$ cat config.mk
export PLATFORM = sky130hd
export DESIGN_NAME = mcfe_ser
export DESIGN_NICKNAME = d
export VERILOG_FILES = /design/src/hdl/mcfe_pkg.sv /design/src/hdl/mcfe_ser.sv
export SDC_FILE = /design/constraint.sdc
export NUM_CORES = 1
export LEC_CHECK = 0
export BUFFER_PORTS_ARGS = -buffer_cell sky130_fd_sc_hd__buf_2
export CORE_MARGIN = 4
export CORE_UTILIZATION = 55
export DETAILED_ROUTE_END_ITERATION = 12
export PLACE_DENSITY = 0.86
export SLEW_MARGIN = 20
export SYNTH_ARGS = -nofsm -noshare
export SYNTH_HDL_FRONTEND = slang
export SYNTH_SLANG_ARGS = --single-unit
$ cat constraint.sdc
create_clock -name i_clk -period 10 [get_ports i_clk]
set_input_delay 1 -clock i_clk [delete_from_list [all_inputs] [get_ports i_clk]]
set_output_delay 1 -clock i_clk [all_outputs]
set_load 0.02 [all_outputs]
$ cat src/hdl/mcfe_pkg.sv
// ----------------------------------------------------------------------------
// mcfe_pkg
// Shared types and constants for the motor command frame encoder.
// ----------------------------------------------------------------------------
package mcfe_pkg;

    // Lanes of the quantiser, one per setpoint
    localparam int NLANE     = 5;
    localparam int LANE_POS  = 0;
    localparam int LANE_VEL  = 1;
    localparam int LANE_TOR  = 2;
    localparam int LANE_KP   = 3;
    localparam int LANE_KD   = 4;

    localparam int VAL_W     = 32;            // Q16.16 setpoint width
    localparam int CODE_W    = 16;            // widest code (position)
    localparam int NUM_W     = VAL_W + CODE_W;
    localparam int DIV_STEPS = CODE_W;        // one quotient bit per stage
    localparam int FRAME_LEN = 11;
    localparam int NREG      = 8;
    localparam int REG_IDX_W = 3;

    localparam logic [7:0] HEADER_BYTE = 8'd123;

    // Register indexes
    localparam logic [REG_IDX_W-1:0] REG_POS_MIN   = 3'd0;
    localparam logic [REG_IDX_W-1:0] REG_POS_MAX   = 3'd1;
    localparam logic [REG_IDX_W-1:0] REG_VEL_MIN   = 3'd2;
    localparam logic [REG_IDX_W-1:0] REG_VEL_MAX   = 3'd3;
    localparam logic [REG_IDX_W-1:0] REG_TOR_MIN   = 3'd4;
    localparam logic [REG_IDX_W-1:0] REG_TOR_MAX   = 3'd5;
    localparam logic [REG_IDX_W-1:0] REG_STIFF_MAX = 3'd6;
    localparam logic [REG_IDX_W-1:0] REG_DAMP_MAX  = 3'd7;

    // Register reset values
    localparam logic [31:0] RST_POS_MIN   = 32'hFFF3_8000;
    localparam logic [31:0] RST_POS_MAX   = 32'h000C_8000;
    localparam logic [31:0] RST_VEL_MIN   = 32'hFFE2_0000;
    localparam logic [31:0] RST_VEL_MAX   = 32'h001E_0000;
    localparam logic [31:0] RST_TOR_MIN   = 32'hFFF6_0000;
    localparam logic [31:0] RST_TOR_MAX   = 32'h000A_0000;
    localparam logic [31:0] RST_STIFF_MAX = 32'h01F4_0000;
    localparam logic [31:0] RST_DAMP_MAX  = 32'h0005_0000;

    typedef struct packed {
        logic [7:0]         motor_number;
        logic signed [31:0] target_position;
        logic signed [31:0] target_velocity;
        logic signed [31:0] target_torque;
        logic signed [31:0] stiffness_gain;
        logic signed [31:0] damping_gain;
    } t_cmd;

    typedef struct packed {
        logic [7:0] frame_byte;
        logic       last_byte;
    } t_frame_out;

endpackage

$ cat src/hdl/mcfe_ser.sv
// ----------------------------------------------------------------------------
// mcfe_ser
// Packs the codes into a frame with checksum and sends it one byte per item.
// ----------------------------------------------------------------------------
module mcfe_ser
    import mcfe_pkg::*;
(
    input  logic                               i_clk,
    input  logic                               i_rst_n,
    input  logic                               i_valid,
    input  logic [7:0]                         i_motor,
    input  logic [NLANE-1:0][CODE_W-1:0]       i_code,
    output logic                               o_take,
    output logic                               o_valid,
    input  logic                               i_ready,
    output t_frame_out                         o_frame
);

    logic [FRAME_LEN-1:0][7:0] r_frame;
    logic [FRAME_LEN-1:0][7:0] n_frame;
    logic [3:0]                r_idx;
    logic                      r_busy;
    logic                      w_last;
    logic                      w_load;

    assign w_last = (r_idx == 4'(FRAME_LEN - 1));
    assign o_take = !r_busy || (i_ready && w_last);
    assign w_load = i_valid && o_take;

    // Frame assembly and checksum
    always_comb begin
        logic [7:0] x;
        logic [CODE_W-1:0] pos, vel, tor, kp, kd;
        pos = i_code[LANE_POS];
        vel = i_code[LANE_VEL];
        tor = i_code[LANE_TOR];
        kp  = i_code[LANE_KP];
        kd  = i_code[LANE_KD];
        n_frame[0] = HEADER_BYTE;
        n_frame[1] = i_motor;
        n_frame[2] = pos[15:8];
        n_frame[3] = pos[7:0];
        n_frame[4] = vel[11:4];
        n_frame[5] = {vel[3:0], kp[11:8]};
        n_frame[6] = kp[7:0];
        n_frame[7] = kd[11:4];
        n_frame[8] = {kd[3:0], tor[11:8]};
        n_frame[9] = tor[7:0];
        x = '0;
        for (int i = 0; i < FRAME_LEN - 1; i++) begin
            x = x ^ n_frame[i];
        end
        n_frame[FRAME_LEN-1] = x;
    end

    // Byte sequencer
    always_ff @(posedge i_clk) begin
        if (!i_rst_n) begin
            r_busy <= 1'b0;
            r_idx  <= '0;
        end else if (w_load) begin
            r_busy <= 1'b1;
            r_idx  <= '0;
        end else if (r_busy && i_ready) begin
            if (w_last) begin
                r_busy <= 1'b0;
                r_idx  <= '0;
            end else begin
                r_idx  <= r_idx + 4'd1;
            end
        end
    end

    always_ff @(posedge i_clk) begin
        if (w_load) begin
            r_frame <= n_frame;
        end else if (r_busy && i_ready) begin
            r_frame <= {8'd0, r_frame[FRAME_LEN-1:1]};
        end
    end

    assign o_valid            = r_busy;
    assign o_frame.frame_byte = r_frame[0];
    assign o_frame.last_byte  = w_last;

endmodule

# Word-level counts from Yosys, hierarchy flattened
# Index checks and enable logic that the tools add are counted.
# totals
elab_cells	40
input_bits	92
regBits	93
out_inout_bits	11
# classes
mux	6
n_eq_ne	1
n_bitwise	10
addsub	1
reduce_logical	9
# ops
cell	count
$mux W88	2
$xor A8 B8 Y8	8
$not A6 Y6	1
$add A4 B1 Y4 const B	1
$eq A4 B4 Y1 const B	1
$mux W4	1
$reduce_bool A2 Y1	2
$logic_and A1 B1 Y1	3
$mux W1	3
$reduce_and A2 Y1	1
$reduce_or A2 Y1	1
$logic_not A1 Y1	1
$logic_or A1 B1 Y1	1
$not A1 Y1	1

# Longest topological paths before layout
# depth
word_depth	10
depth_mapped	6
ltp_nobuf	4

# Least setup slack after synthesis
# Ideal clock, no wire load.
# synth_path
path_kind	input port to flip-flop
start	input i_valid
end	register r_frame[10] in the netlist's numbering, enable pin
slack_ns	2.405
path_buffers	1
t_arrival_ns	6.967
setup_time_ns	0.629
path_stages	3
t_required_ns	9.371
path_cell_list	clkbuf_1 -> inv_1 -> o21ai_0
# synth_between
elab_chain_cells	2
# synth_lines
element	line	rtl
start: declaration	mcfe_ser.sv:10	input logic i_valid,
$logic_and A1 B1 Y1	mcfe_ser.sv:28	assign w_load = i_valid && o_take;
$reduce_bool A2 Y1 (no line)	n/a	
end signal: assignment	mcfe_ser.sv:76	r_frame <= n_frame;
end signal: assignment	mcfe_ser.sv:78	r_frame <= {8'd0, r_frame[FRAME_LEN-1:1]};
end: declaration	mcfe_ser.sv:19	logic [FRAME_LEN-1:0][7:0] r_frame;
# Every way passes these cells.
# A chain may end at the register's enable or synchronous reset.

# Worst setup path in the final report
# layout_path
start	input i_ready
end	output o_take
# layout_between
elab_chain_cells	2
# layout_lines
element	line	rtl
start: declaration	mcfe_ser.sv:15	input logic i_ready,
$logic_and A1 B1 Y1	mcfe_ser.sv:27	assign o_take = !r_busy || (i_ready && w_last);
$logic_or A1 B1 Y1	mcfe_ser.sv:27	
end: declaration	mcfe_ser.sv:13	output logic o_take,
# Every way passes these cells.

==> impl_metrics.csv <==
group,metric,value,unit
final_layout,fin_area,0.00538,mm^2
synth,yosysSeqAreaShare,0.550,
detailed_routing,vias,3660,
sta,fin_skew,9.47,ps
sta,drv_slew,0,
synth,synth_area,0.00484,mm^2
power,power.total,882,uW
clock_tree,ctsLongestPathBuffers,2,
synth,synth_nets,563,
critical_path,crit_type,"in -> out",
final_layout,nets,621,
critical_path,crit_start,"i_ready",
critical_path,worstPathMaxFanout,76,
global_route,grt_max_degree,83,
synth,yosys_warnings,0,
global_route,grt_pass1_wl,17.4,mm
sta,setup_viol,0,
critical_path,path_cells,"buf_2 -> nand2b_1 -> o21ai_4 -> buf_4 -> buf_2",
critical_path,critPathSlowestCell,"buf_4",
sta,hold_slack,454,ps
critical_path,critPathCapture,"o_take",
critical_path,cp.required,9000,ps
synth,syn_avg_cell_area,10.3,um^2
die,die_w,102,um
power,p_per_area,164,mW/mm^2
placement,dp_cells,623,
power,vdd_drop_max,0.104,mV
synth,synth.distinct_cells,27,
clock_tree,h-tree-depth,3,
sta,relSlewSlack,0.315,
sta,rsz0062_at_grt,"false",
job,cap_violations,0,
critical_path,cp_common_cell,"buf_2",
final_layout,finalNonFillerCells,639,
critical_path,arrival,2290,ps
synth,postSynthCellCount,471,
hold_path,hp-class,"reg -> reg",
final_layout,num_antenna_cells,0,
detailed_routing,first_iter_violations,289,
placement,gp_congestion,0.854,
outcome,status,"completed",
global_route,antenna_found_initial,0,
clock_tree,clk_latency,360,ps
die,ios,103,
final_layout,post-route-util,0.642,
clock_tree,post_cts_buffers,0,
clock_tree,ctsResizeCount,0,
clock_tree,cts_tree,"yes",
die,core,0.00838,mm^2
clock_tree,clk_pin_slew,90,ps
die,floorplan.initialDensity,0.577,
clock_tree,cts_root_buffer,"clkbuf_8",
detailed_routing,wirelength,11.1,mm
placement,dp_hpwl,7.29,mm
detailed_routing,route.detailed.drc,0,
critical_path,crit-reg2reg-launch,"r_idx[1]",
sta,fmax,0.304,GHz
critical_path,cp-start-kind,"input port",
critical_path,end_kind,"output port",
placement,io_buffers,86,
final_layout,drive_gt1_frac,0.208,
critical_path,r2r_cells,5,
detailed_routing,dr.pass1.iters,5,
placement,place_ws,6640,ps
final_layout,nFillCells,663,
critical_path,slowest_delay,630,ps
global_route,grt.overflow.total,0,
critical_path,r2r_slack,7210,ps
clock_tree,cts.sinks,93,
global_route,grt_pass1_vias,3447,
power,p_leak,2.01,nW
clock_tree,cts_made_buffers,9,
sta,finalHoldViolations,0,
sta,worst_pin_slew,1030,ps
die,die-area,0.0104,mm^2
die,fp.dieH,102,um
sta,finalWorstSetupSlack,6710,ps
clock_tree,cts-hold-fix-buffers,0,
die,row_count,33,
detailed_routing,routed_via_density,5.73,
synth,ys_ff_latch,93,
detailed_routing,ant_nets,0,
final_layout,syn_to_final_growth,11.2,%
critical_path,timing.rr.end,"r_frame[32]",
sta,tns,0,ps
detailed_routing,post_drt_wl_per_cell,17.4,um
placement,place_area,0.00519,mm^2
global_route,grt_usage,0.220,
sta,period_share,0.329,
sta,period_minus_slack,3290,ps
layout make-up:
type,count,area (um^2),area share
Tap cell,105,131,0.0244
Multi-Input combinational cell,333,1930,0.358
Inverter,2,7.51,0.00140
Clock inverter,7,66.3,0.0123
Sequential cell,93,2660,0.495
Timing Repair Buffer,90,460,0.0856
Clock buffer,9,124,0.0230
worst max-delay path, delay by kind of cell:
family	cells	cell delay, ps
AOI/OAI and AO/OA	1	130
buffers and inverters	3	1050
and+or+nand+nor	1	110
Yosys cell counts (all sizes together):
cell type  count  share of area
dfxtp         13          0.054
clkbuf        18          0.015
nand3b         2         0.0031
edfxtp        80           0.50
o21ai         78          0.081
inv            2         0.0016
nor2           9         0.0070
nor3b          2         0.0031
xnor3          8          0.037
a211oi         1         0.0026
buf           25          0.039
nand3         80          0.083
nand2b         1         0.0013
nor2b          3         0.0039
nor3           2         0.0041
xnor2         42          0.076
a21oi          6         0.0062
nand2         90          0.070
xor2           7          0.013
and2           2         0.0031
registers in the layout (all words and copies together) (netlist names):
signal   count
o_valid      1
o_frame      8
r_idx        4
r_frame     80
metal layers:
metal	part of all wire	up-vias	global-route usage
met5	0	-	0
met4	0.012	0	0.0583
met3	0.091	12	0.0517
met2	0.49	160	0.355
met1	0.41	1736	0.303
li1	-	1752	-
where the power goes:
part / internal (mW) / leakage [nW] / switching, mW
clock: 0.114 / 0.0903 / 0.134
sequential: 0.466 / 0.915 / 0.0112
combinational: 0.0659 / 1.00 / 0.0914
total: 0.646 / 2.01 / 0.236
placed cells by master, fill, tap and decap left out, types with 8 or more instances in the layout:
master,count
nand2_1,90
buf_2,86
nand3_1,80
edfxtp_1,80
o21ai_0,51
xnor2_1,42
o21ai_1,25
dfxtp_1,13
nor2_1,9
clkbuf_8,9
xnor3_1,8
cells by family after synthesis:
family | Yosys count | synth area share
simple gates | 191 | 0.178
buf+inv | 45 | 0.0553
compound gates | 85 | 0.0903
flops | 93 | 0.550
xor+xnor | 57 | 0.126
how the worst min path moves through the flow:
stage           startpoint          to  slack [ps]  cells past startpoint
4_1_cts         o_frame[8]  o_frame[8]         460                      2
2_1_floorplan   r_frame[8]  o_frame[1]         430                      2
3_3_place_gp   r_frame[13]  o_frame[6]         440                      2
5_1_grt         o_frame[3]  o_frame[3]         480                      2
3_5_place_dp   r_frame[14]  o_frame[7]         440                      2
6_report        o_frame[8]  o_frame[8]         450                      2
No activity file was read; power rests on OpenSTA's default activity.
