==> config.mk <==
export PLATFORM = sky130hd
export DESIGN_NAME = mcfe_prep
export DESIGN_NICKNAME = d
export VERILOG_FILES = /design/src/hdl/mcfe_pkg.sv /design/src/hdl/mcfe_prep.sv
export SDC_FILE = /design/constraint.sdc
export NUM_CORES = 2
export LEC_CHECK = 0
export BUFFER_PORTS_ARGS = -buffer_cell sky130_fd_sc_hd__clkbuf_2
export CORE_AREA = 2 2 348 350
export DETAILED_ROUTE_END_ITERATION = 8
export DIE_AREA = 0 0 350 352
export GPL_TIMING_DRIVEN = 0
export PLACE_DENSITY = 0.67
export SLEW_MARGIN = 20
export SYNTH_ARGS = -nofsm -noshare
export SYNTH_HDL_FRONTEND = slang
export SYNTH_SLANG_ARGS = --single-unit
==> constraint.sdc <==
create_clock -name i_clk -period 11 [get_ports i_clk]
set_input_delay 0.55 -clock i_clk [delete_from_list [all_inputs] [get_ports i_clk]]
set_output_delay 0.55 -clock i_clk [all_outputs]
set_load 0.05 [all_outputs]
==> src/hdl/mcfe_pkg.sv <==
// ----------------------------------------------------------------------------
// mcfe_pkg
// Shared types and constants for the motor command frame encoder.
// ----------------------------------------------------------------------------
package mcfe_pkg;

    // Lanes of the quantiser, one per setpoint
    localparam int NLANE     = 5;
    localparam int LANE_POS  = 0;
    localparam int LANE_VEL  = 1;
    localparam int LANE_TOR  = 2;
    localparam int LANE_KP   = 3;
    localparam int LANE_KD   = 4;

    localparam int VAL_W     = 32;            // Q16.16 setpoint width
    localparam int CODE_W    = 16;            // widest code (position)
    localparam int NUM_W     = VAL_W + CODE_W;
    localparam int DIV_STEPS = CODE_W;        // one quotient bit per stage
    localparam int FRAME_LEN = 11;
    localparam int NREG      = 8;
    localparam int REG_IDX_W = 3;

    localparam logic [7:0] HEADER_BYTE = 8'd123;

    // Register indexes
    localparam logic [REG_IDX_W-1:0] REG_POS_MIN   = 3'd0;
    localparam logic [REG_IDX_W-1:0] REG_POS_MAX   = 3'd1;
    localparam logic [REG_IDX_W-1:0] REG_VEL_MIN   = 3'd2;
    localparam logic [REG_IDX_W-1:0] REG_VEL_MAX   = 3'd3;
    localparam logic [REG_IDX_W-1:0] REG_TOR_MIN   = 3'd4;
    localparam logic [REG_IDX_W-1:0] REG_TOR_MAX   = 3'd5;
    localparam logic [REG_IDX_W-1:0] REG_STIFF_MAX = 3'd6;
    localparam logic [REG_IDX_W-1:0] REG_DAMP_MAX  = 3'd7;

    // Register reset values
    localparam logic [31:0] RST_POS_MIN   = 32'hFFF3_8000;
    localparam logic [31:0] RST_POS_MAX   = 32'h000C_8000;
    localparam logic [31:0] RST_VEL_MIN   = 32'hFFE2_0000;
    localparam logic [31:0] RST_VEL_MAX   = 32'h001E_0000;
    localparam logic [31:0] RST_TOR_MIN   = 32'hFFF6_0000;
    localparam logic [31:0] RST_TOR_MAX   = 32'h000A_0000;
    localparam logic [31:0] RST_STIFF_MAX = 32'h01F4_0000;
    localparam logic [31:0] RST_DAMP_MAX  = 32'h0005_0000;

    typedef struct packed {
        logic [7:0]         motor_number;
        logic signed [31:0] target_position;
        logic signed [31:0] target_velocity;
        logic signed [31:0] target_torque;
        logic signed [31:0] stiffness_gain;
        logic signed [31:0] damping_gain;
    } t_cmd;

    typedef struct packed {
        logic [7:0] frame_byte;
        logic       last_byte;
    } t_frame_out;

endpackage

==> src/hdl/mcfe_prep.sv <==
// ----------------------------------------------------------------------------
// mcfe_prep
// Clamp each setpoint to its range, form the span and scale by 2^bits - 1.
// Two register stages.
// ----------------------------------------------------------------------------
module mcfe_prep
    import mcfe_pkg::*;
(
    input  logic                               i_clk,
    input  logic                               i_rst_n,
    input  logic                               i_en,
    input  logic                               i_valid,
    input  logic [7:0]                         i_motor,
    input  logic [NLANE-1:0][VAL_W-1:0]        i_x,
    input  logic [NLANE-1:0][VAL_W-1:0]        i_lo,
    input  logic [NLANE-1:0][VAL_W-1:0]        i_hi,
    output logic                               o_valid,
    output logic [7:0]                         o_motor,
    output logic [NLANE-1:0][NUM_W-1:0]        o_num,
    output logic [NLANE-1:0][VAL_W-1:0]        o_span,
    output logic [NLANE-1:0]                   o_zero
);

    logic                         r1_valid;
    logic [7:0]                   r1_motor;
    logic [NLANE-1:0][VAL_W-1:0]  r1_d;
    logic [NLANE-1:0][VAL_W-1:0]  r1_span;
    logic [NLANE-1:0]             r1_zero;
    logic [NLANE-1:0][VAL_W-1:0]  n1_d;
    logic [NLANE-1:0][VAL_W-1:0]  n1_span;
    logic [NLANE-1:0]             n1_zero;

    logic                         r2_valid;
    logic [7:0]                   r2_motor;
    logic [NLANE-1:0][NUM_W-1:0]  r2_num;
    logic [NLANE-1:0][VAL_W-1:0]  r2_span;
    logic [NLANE-1:0]             r2_zero;
    logic [NLANE-1:0][NUM_W-1:0]  n2_num;

    // Stage 1: clamp, offset and span
    always_comb begin
        logic signed [VAL_W:0] x, lo, hi, xc, d, s;
        for (int l = 0; l < NLANE; l++) begin
            x  = {i_x[l][VAL_W-1], i_x[l]};
            lo = {i_lo[l][VAL_W-1], i_lo[l]};
            hi = {i_hi[l][VAL_W-1], i_hi[l]};
            if (x > hi) begin
                xc = hi;
            end else if (x < lo) begin
                xc = lo;
            end else begin
                xc = x;
            end
            d  = xc - lo;
            s  = hi - lo;
            n1_zero[l] = (hi <= lo);
            n1_d[l]    = d[VAL_W-1:0];
            n1_span[l] = s[VAL_W-1:0];
        end
    end

    // Stage 2: times (2^bits - 1) as shift and subtract
    always_comb begin
        for (int l = 0; l < NLANE; l++) begin
            if (l == LANE_POS) begin
                n2_num[l] = {r1_d[l], 16'd0} - {16'd0, r1_d[l]};
            end else begin
                n2_num[l] = {4'd0, r1_d[l], 12'd0} - {16'd0, r1_d[l]};
            end
        end
    end

    always_ff @(posedge i_clk) begin
        if (!i_rst_n) begin
            r1_valid <= 1'b0;
            r2_valid <= 1'b0;
        end else if (i_en) begin
            r1_valid <= i_valid;
            r2_valid <= r1_valid;
        end
    end

    always_ff @(posedge i_clk) begin
        if (i_en) begin
            r1_motor <= i_motor;
            r1_d     <= n1_d;
            r1_span  <= n1_span;
            r1_zero  <= n1_zero;
            r2_motor <= r1_motor;
            r2_num   <= n2_num;
            r2_span  <= r1_span;
            r2_zero  <= r1_zero;
        end
    end

    assign o_valid = r2_valid;
    assign o_motor = r2_motor;
    assign o_num   = r2_num;
    assign o_span  = r2_span;
    assign o_zero  = r2_zero;

endmodule

; ---- Word-level counts from Yosys, hierarchy flattened
; Index checks and enable logic that the tools add are counted.
; W data, S select, Z words.
[classes]
addsub = 15
n_lt_le_gt_ge = 15
mux = 10
[op_table]
columns = op, n
row1 = $mux W32, 10
row2 = $sub A32 B32 Y32, 10
row3 = $sub A44 B32 Y45, 4
row4 = $gt A32 B32 Y1, 5
row5 = $le A32 B32 Y1, 5
row6 = $lt A32 B32 Y1, 5
row7 = $sub A48 B32 Y48, 1
[word_totals]
reg_bits = 748
in_bits = 492
output_inout_bits = 414
word_cells = 66

; ---- Depth between registers and ports, before layout
[logic_depth]
depth_word = 4
depth_mapped = 26
mapped_depth_nobuf = 25

; ---- Worst setup path after synthesis
; No wires, ideal clock.
[synth_timing]
path_kind = input to register
startpoint = input i_lo[143] (netlist name)
endpoint = register r1_d[156] (netlist name), data pin
setup_time_ps = 258
t_arrival_ps = 5472
required_time_ps = 10742
setup_slack_ps = 5269
stages = 23
n_path_buf = 1
path_cell_list = inv_1 -> ha_1 -> nand4_1 -> or4_1 -> nor3_1 -> a211oi_1 -> a211oi_1 -> o21ai_2 -> xor2_1 -> buf_2 -> mux2i_1 -> o21ai_0 -> fa_1 -> a21o_1 -> a2111oi_4 -> o31ai_2 -> a22o_1 -> a2111oi_4 -> o211ai_2 -> a41oi_2 -> o21bai_1 -> a21oi_1 -> xnor2_1
[synth_rtl]
columns = element, line_no
row1 = start: declaration, mcfe_prep.sv:15  ; input logic [NLANE-1:0][VAL_W-1:0] i_lo,
row2 = end signal: assignment, mcfe_prep.sv:86  ; r1_d <= n1_d;
row3 = end: declaration, mcfe_prep.sv:26  ; logic [NLANE-1:0][VAL_W-1:0] r1_d;

==> impl_metrics.prom <==
# TYPE chip_impl_metric gauge
chip_impl_metric{name="cts_buffer_depth",unit=""} 3
chip_impl_info{name="tritoncts_clock_tree",value="done"} 1
chip_impl_info{name="cts-root-buf",value="sky130_fd_sc_hd__clkbuf_16"} 1
chip_impl_metric{name="final.setup.worst_slack",unit="ps"} 4450
chip_impl_metric{name="rows",unit=""} 127
chip_impl_metric{name="globalplace.congestion",unit=""} 0.993
chip_impl_metric{name="timing.slew.headroom",unit="%"} 41.9
chip_impl_metric{name="synth_cells",unit=""} 5600
chip_impl_metric{name="max_stage_delay",unit="ps"} 700
chip_impl_metric{name="skew",unit="ps"} 24.9
chip_impl_metric{name="r2r.worst_path.cells",unit=""} 11
chip_impl_metric{name="finalHoldViolations",unit=""} 0
chip_impl_info{name="critical-path-top-delay-family",value="compound AO/OA/AOI/OAI gates"} 1
chip_impl_metric{name="pin_count",unit=""} 906
chip_impl_metric{name="timing.final.crit_share",unit="%"} 59.6
chip_impl_metric{name="critPathRequiredTime",unit="ps"} 11420
chip_impl_metric{name="worstSkewPairLatency",unit="ps"} 690
chip_impl_info{name="end_point_of_the_critical_path",value="r1_d[94]$_DFFE_PP_"} 1
chip_impl_metric{name="layout.core_utilization",unit="%"} 54.8
chip_impl_metric{name="ys_seq_elements",unit=""} 736
chip_impl_metric{name="cp_num_cells",unit=""} 24
chip_impl_info{name="critPathSlowestCell",value="sky130_fd_sc_hd__buf_1"} 1
chip_impl_metric{name="max_clock_freq",unit="MHz"} 153
chip_impl_metric{name="cts_post_setup_buffers_inserted",unit=""} 0
chip_impl_metric{name="detailedPlace.worstSlack",unit="ps"} 3710
chip_impl_metric{name="ys_async_sr_fraction",unit="%"} 0
chip_impl_metric{name="io_buffer_count",unit=""} 905
chip_impl_info{name="critical_path_cell_by_cell",value="clkbuf_2 > inv_1 > ha_1 > a21o_1 > a21o_1 > a2111oi_0 > nand2_1 > o21ai_0 > a21oi_1 > xor2_1 > buf_1 > mux2i_1 > o21ai_0 > fa_1 > a21o_1 > a21oi_1 > o21ai_0 > a211oi_1 > nor3_1 > nor4b_1 > o31ai_1 > a21oi_1 > o21ai_0 > xor2_1"} 1
chip_impl_metric{name="detailed_place_hpwl",unit="mm"} 154
chip_impl_metric{name="core",unit="um2"} 119000
chip_impl_info{name="outcome",value="completed"} 1
chip_impl_metric{name="finalWorstPathRequiredPeriod",unit="ps"} 6550
chip_impl_info{name="setup.worst_path.class",value="in -> reg"} 1
chip_impl_metric{name="htree_num_levels",unit=""} 3
chip_impl_metric{name="drc",unit=""} 0
chip_impl_metric{name="stdcell_count",unit=""} 8327
chip_impl_info{name="dominantRegCellSynth",value="sky130_fd_sc_hd__edfxtp_1"} 1
chip_impl_metric{name="grt_max_degree",unit=""} 98
chip_impl_metric{name="cellLeakagePower",unit="nW"} 30.1
chip_impl_metric{name="wirelength",unit="mm"} 185
chip_impl_info{name="setup.worst_path.start",value="i_lo[77]"} 1
chip_impl_info{name="critical-path-top-cell-by-count",value="sky130_fd_sc_hd__o21ai_0"} 1
chip_impl_metric{name="design.final.nets",unit=""} 7838
chip_impl_metric{name="dr.pass1.iters",unit=""} 6
chip_impl_metric{name="timing_worst_slew_pin_value",unit="ps"} 849
chip_impl_metric{name="initial_util",unit="%"} 46.7
chip_impl_metric{name="maxCapViolations",unit=""} 0
chip_impl_metric{name="drt-initial-drc-count",unit=""} 3576
chip_impl_metric{name="drt-wirelength-per-cell",unit="um"} 22.2
chip_impl_metric{name="number_of_enable_type_register_cells_in_the_synthesized_netlist",unit=""} 734
chip_impl_metric{name="flow.area_growth_from_synthesis",unit="%"} 17.4
chip_impl_metric{name="mappedNetlistArea",unit="um2"} 55700
chip_impl_info{name="regToRegEndpoint",value="o_num[89]$_DFFE_PP_"} 1
chip_impl_info{name="worstReg2RegStart",value="r1_d[33]$_DFFE_PP_"} 1
chip_impl_info{name="grt_setup_unrepaired",value="false"} 1
chip_impl_metric{name="critPathArrivalTime",unit="ps"} 6970
chip_impl_info{name="crit_path_start_kind",value="primary input"} 1
chip_impl_metric{name="numCtsBuffers",unit=""} 86
chip_impl_metric{name="synth_sequential_area_ratio",unit="%"} 39.6
chip_impl_metric{name="die_outline_area",unit="um2"} 123000
chip_impl_metric{name="place.detailed.instances",unit=""} 8125
chip_impl_metric{name="ys_warn_count",unit=""} 0
chip_impl_metric{name="ant_nets",unit=""} 0
chip_impl_metric{name="die_height",unit="um"} 352
chip_impl_metric{name="grt_pass1_wl",unit="mm"} 271
chip_impl_info{name="worst_setup_path_end_kind",value="flip-flop"} 1
chip_impl_metric{name="drive_above_1_share",unit="%"} 17.0
chip_impl_info{name="holdCritPathClass",value="in -> reg"} 1
chip_impl_metric{name="setup_viol",unit=""} 0
chip_impl_metric{name="number_of_buffer_and_inverter_instances_along_the_worst_setup_path",unit=""} 3
chip_impl_metric{name="cp_max_fo",unit=""} 10
chip_impl_metric{name="vdd_drop_max",unit="mV"} 0.155
chip_impl_metric{name="fin_total_pwr",unit="mW"} 13.8
chip_impl_metric{name="detailroute.via_count",unit=""} 46600
chip_impl_metric{name="cts.sink_count",unit=""} 736
chip_impl_metric{name="p_per_area",unit="nW/um2"} 210
chip_impl_metric{name="mappedNetlistNets",unit=""} 6833
chip_impl_metric{name="worst_hold_margin",unit="ps"} 51.8
chip_impl_metric{name="clk_transition_reported_paths",unit="ps"} 50
chip_impl_metric{name="reg2reg_setup_slack",unit="ps"} 7310
chip_impl_metric{name="avgSynthCellArea",unit="um2"} 9.95
chip_impl_metric{name="die_x",unit="um"} 350
chip_impl_metric{name="post_synth_num_cell_types",unit=""} 100
chip_impl_metric{name="global_route.overflow_total",unit=""} 0
chip_impl_metric{name="vias_per_std_cell",unit=""} 5.60
chip_impl_metric{name="aggregate_global_route_resource_usage",unit="%"} 29.1
chip_impl_metric{name="finalMaxSlewViolations",unit=""} 0
chip_impl_metric{name="number_of_antenna_violations_at_the_first_check_in_global_routing",unit=""} 51
chip_impl_metric{name="via_count_of_the_first_global_routing_pass",unit=""} 44400
-- final cells by class --
type / count / area (um2)
repair buffers: 917 / 4800
inverters: 554 / 2080
plain buffers: 79 / 360
clock inverters: 46 / 479
diodes: 43 / 108
well taps: 1612 / 2020
multi-input cells: 4231 / 31200
clock buffers: 109 / 2300
flip-flops and latches: 736 / 22100
fillers: 10800 / 53900
-- registers in the layout, indices dropped and copies added (netlist names) --
| name | cells |
|---|---|
| o_num | 228 |
| o_span | 160 |
| r1_d | 160 |
| r1_span | 160 |
| o_motor | 8 |
| r1_motor | 8 |
| o_zero | 5 |
| r1_zero | 5 |
| o_valid | 1 |
| r1_valid | 1 |
-- synthesized netlist by cell type (10+ instances only) --
cell,number,area (um2)
sky130_fd_sc_hd__o21ai_0,292,1460
sky130_fd_sc_hd__fa_1,10,200
sky130_fd_sc_hd__o21ai_1,11,55.1
sky130_fd_sc_hd__buf_4,13,97.6
sky130_fd_sc_hd__a31o_2,10,87.6
sky130_fd_sc_hd__nor2b_1,75,469
sky130_fd_sc_hd__a21boi_0,13,97.6
sky130_fd_sc_hd__nor4_1,42,263
sky130_fd_sc_hd__nor4b_1,10,87.6
sky130_fd_sc_hd__and4_1,15,131
sky130_fd_sc_hd__nand2_1,299,1120
sky130_fd_sc_hd__nor2_1,424,1590
sky130_fd_sc_hd__xnor2_1,343,3000
sky130_fd_sc_hd__inv_1,554,2080
sky130_fd_sc_hd__a211o_1,20,175
sky130_fd_sc_hd__clkbuf_1,49,184
sky130_fd_sc_hd__nand3b_1,16,120
sky130_fd_sc_hd__or2_2,18,113
sky130_fd_sc_hd__mux2i_1,125,1250
sky130_fd_sc_hd__a31oi_1,26,163
sky130_fd_sc_hd__o31ai_1,16,120
sky130_fd_sc_hd__a211oi_1,44,330
sky130_fd_sc_hd__o211ai_1,28,210
sky130_fd_sc_hd__or4_1,12,90.1
sky130_fd_sc_hd__nand3_1,86,430
sky130_fd_sc_hd__nand4_1,105,657
sky130_fd_sc_hd__a21o_1,274,2060
sky130_fd_sc_hd__and3_1,33,206
sky130_fd_sc_hd__nor3_1,88,440
sky130_fd_sc_hd__buf_2,11,55.1
sky130_fd_sc_hd__or3_1,28,175
sky130_fd_sc_hd__nand2b_1,72,450
sky130_fd_sc_hd__a21oi_1,529,2650
sky130_fd_sc_hd__and2_1,24,150
sky130_fd_sc_hd__ha_1,731,9150
sky130_fd_sc_hd__xor2_1,131,1150
sky130_fd_sc_hd__o21a_1,63,473
sky130_fd_sc_hd__edfxtp_1,734,22000
sky130_fd_sc_hd__o21bai_1,43,323
-- metal layers --
layer	part of all wire, %	up-vias	track usage (%)	routed length [um]
li1	-	22700	-	-
met1	42	21900	37.5	78100
met2	45	1659	45.5	82400
met3	7.6	386	6.26	14000
met4	5.4	18	15.8	9880
met5	0.066	-	0	122
-- timing repair --
item	4_1_cts	5_1_grt
endpoints found under the setup margin	0	0
gates resized for setup	0	0
hold endpoints to repair	4	0
hold buffers	4	0
-- worst min-delay path by stage --
| stage | from | end | slack (ps) | depth (start not counted) |
|---|---|---|---|---|
| 2_1_floorplan | r1_motor[0]$_DFFE_PP_ | o_motor[0]$_DFFE_PP_ | 400 | 0 |
| 3_3_place_gp | r1_span[62]$_DFFE_PP_ | o_span[62]$_DFFE_PP_ | 400 | 0 |
| 3_5_place_dp | r1_span[121]$_DFFE_PP_ | o_span[121]$_DFFE_PP_ | 400 | 0 |
| 4_1_cts | i_motor[7] | r1_motor[7]$_DFFE_PP_ | 0.2 | 1 |
| 5_1_grt | i_motor[7] | r1_motor[7]$_DFFE_PP_ | 30 | 1 |
| 6_report | i_motor[7] | r1_motor[7]$_DFFE_PP_ | 50 | 1 |
-- kinds of logic (layout without fill, tap and decap cells) --
logic type | after synthesis | count (layout) | synth area share [%]
AND/OR/NAND/NOR | 1382 | 1382 | 12.3
XOR/XNOR | 474 | 474 | 7.45
other | 0 | 43 | 0
buffers and inverters | 633 | 1705 | 4.38
AO/OA/AOI/OAI | 1505 | 1505 | 17.1
flip-flops | 736 | 736 | 39.6
multiplexers | 129 | 129 | 2.33
adder cells (fa/ha/maj) | 741 | 741 | 16.8
-- power by group --
| part | internal, mW | leakage [nW] | switching (mW) |
|---|---|---|---|
| clock | 1.69 | 1.34 | 1.17 |
| combinational | 2.13 | 21.5 | 4.28 |
| sequential | 4.11 | 7.20 | 0.393 |
| total | 7.92 | 30.1 | 5.84 |
-- placed cells by master, fill, tap and decap left out, types with 12 or more instances in the layout --
| cell | synthesis | routed |
|---|---|---|
| sky130_fd_sc_hd__nor4_1 | 42 | 42 |
| sky130_fd_sc_hd__or3_1 | 28 | 28 |
| sky130_fd_sc_hd__diode_2 | 0 | 43 |
| sky130_fd_sc_hd__buf_4 | 13 | 13 |
| sky130_fd_sc_hd__o21ai_0 | 292 | 292 |
| sky130_fd_sc_hd__clkbuf_16 | 0 | 89 |
| sky130_fd_sc_hd__nor2b_1 | 75 | 75 |
| sky130_fd_sc_hd__nand2_1 | 299 | 299 |
| sky130_fd_sc_hd__and2_1 | 24 | 24 |
| sky130_fd_sc_hd__o21bai_1 | 43 | 43 |
| sky130_fd_sc_hd__nand3_1 | 86 | 86 |
| sky130_fd_sc_hd__a31oi_1 | 26 | 26 |
| sky130_fd_sc_hd__xnor2_1 | 343 | 343 |
| sky130_fd_sc_hd__or4_1 | 12 | 12 |
| sky130_fd_sc_hd__xor2_1 | 131 | 131 |
| sky130_fd_sc_hd__nor2_1 | 424 | 424 |
| sky130_fd_sc_hd__clkbuf_2 | 1 | 905 |
| sky130_fd_sc_hd__mux2i_1 | 125 | 125 |
| sky130_fd_sc_hd__nand4_1 | 105 | 105 |
| sky130_fd_sc_hd__nor3_1 | 88 | 88 |
| sky130_fd_sc_hd__a211oi_1 | 44 | 44 |
| sky130_fd_sc_hd__nand2b_1 | 72 | 72 |
| sky130_fd_sc_hd__a21boi_0 | 13 | 13 |
| sky130_fd_sc_hd__or2_2 | 18 | 18 |
| sky130_fd_sc_hd__a21o_1 | 274 | 274 |
| sky130_fd_sc_hd__ha_1 | 731 | 731 |
| sky130_fd_sc_hd__clkinv_1 | 0 | 13 |
| sky130_fd_sc_hd__a211o_1 | 20 | 20 |
| sky130_fd_sc_hd__o31ai_1 | 16 | 16 |
| sky130_fd_sc_hd__o21a_1 | 63 | 63 |
| sky130_fd_sc_hd__and3_1 | 33 | 33 |
| sky130_fd_sc_hd__clkbuf_1 | 49 | 69 |
| sky130_fd_sc_hd__nand3b_1 | 16 | 16 |
| sky130_fd_sc_hd__edfxtp_1 | 734 | 734 |
| sky130_fd_sc_hd__and4_1 | 15 | 15 |
| sky130_fd_sc_hd__o211ai_1 | 28 | 28 |
| sky130_fd_sc_hd__inv_1 | 554 | 554 |
| sky130_fd_sc_hd__a21oi_1 | 529 | 529 |
-- per-stage QoR --
step	area (um2)	setup TNS, ps
6_report	65400	0
5_1_grt	65400	0
4_1_cts	65300	0
3_5_place_dp	62500	0
3_3_place_gp	62300	-2341540
2_1_floorplan	55700	0
(Power assumes the default switching activity.)
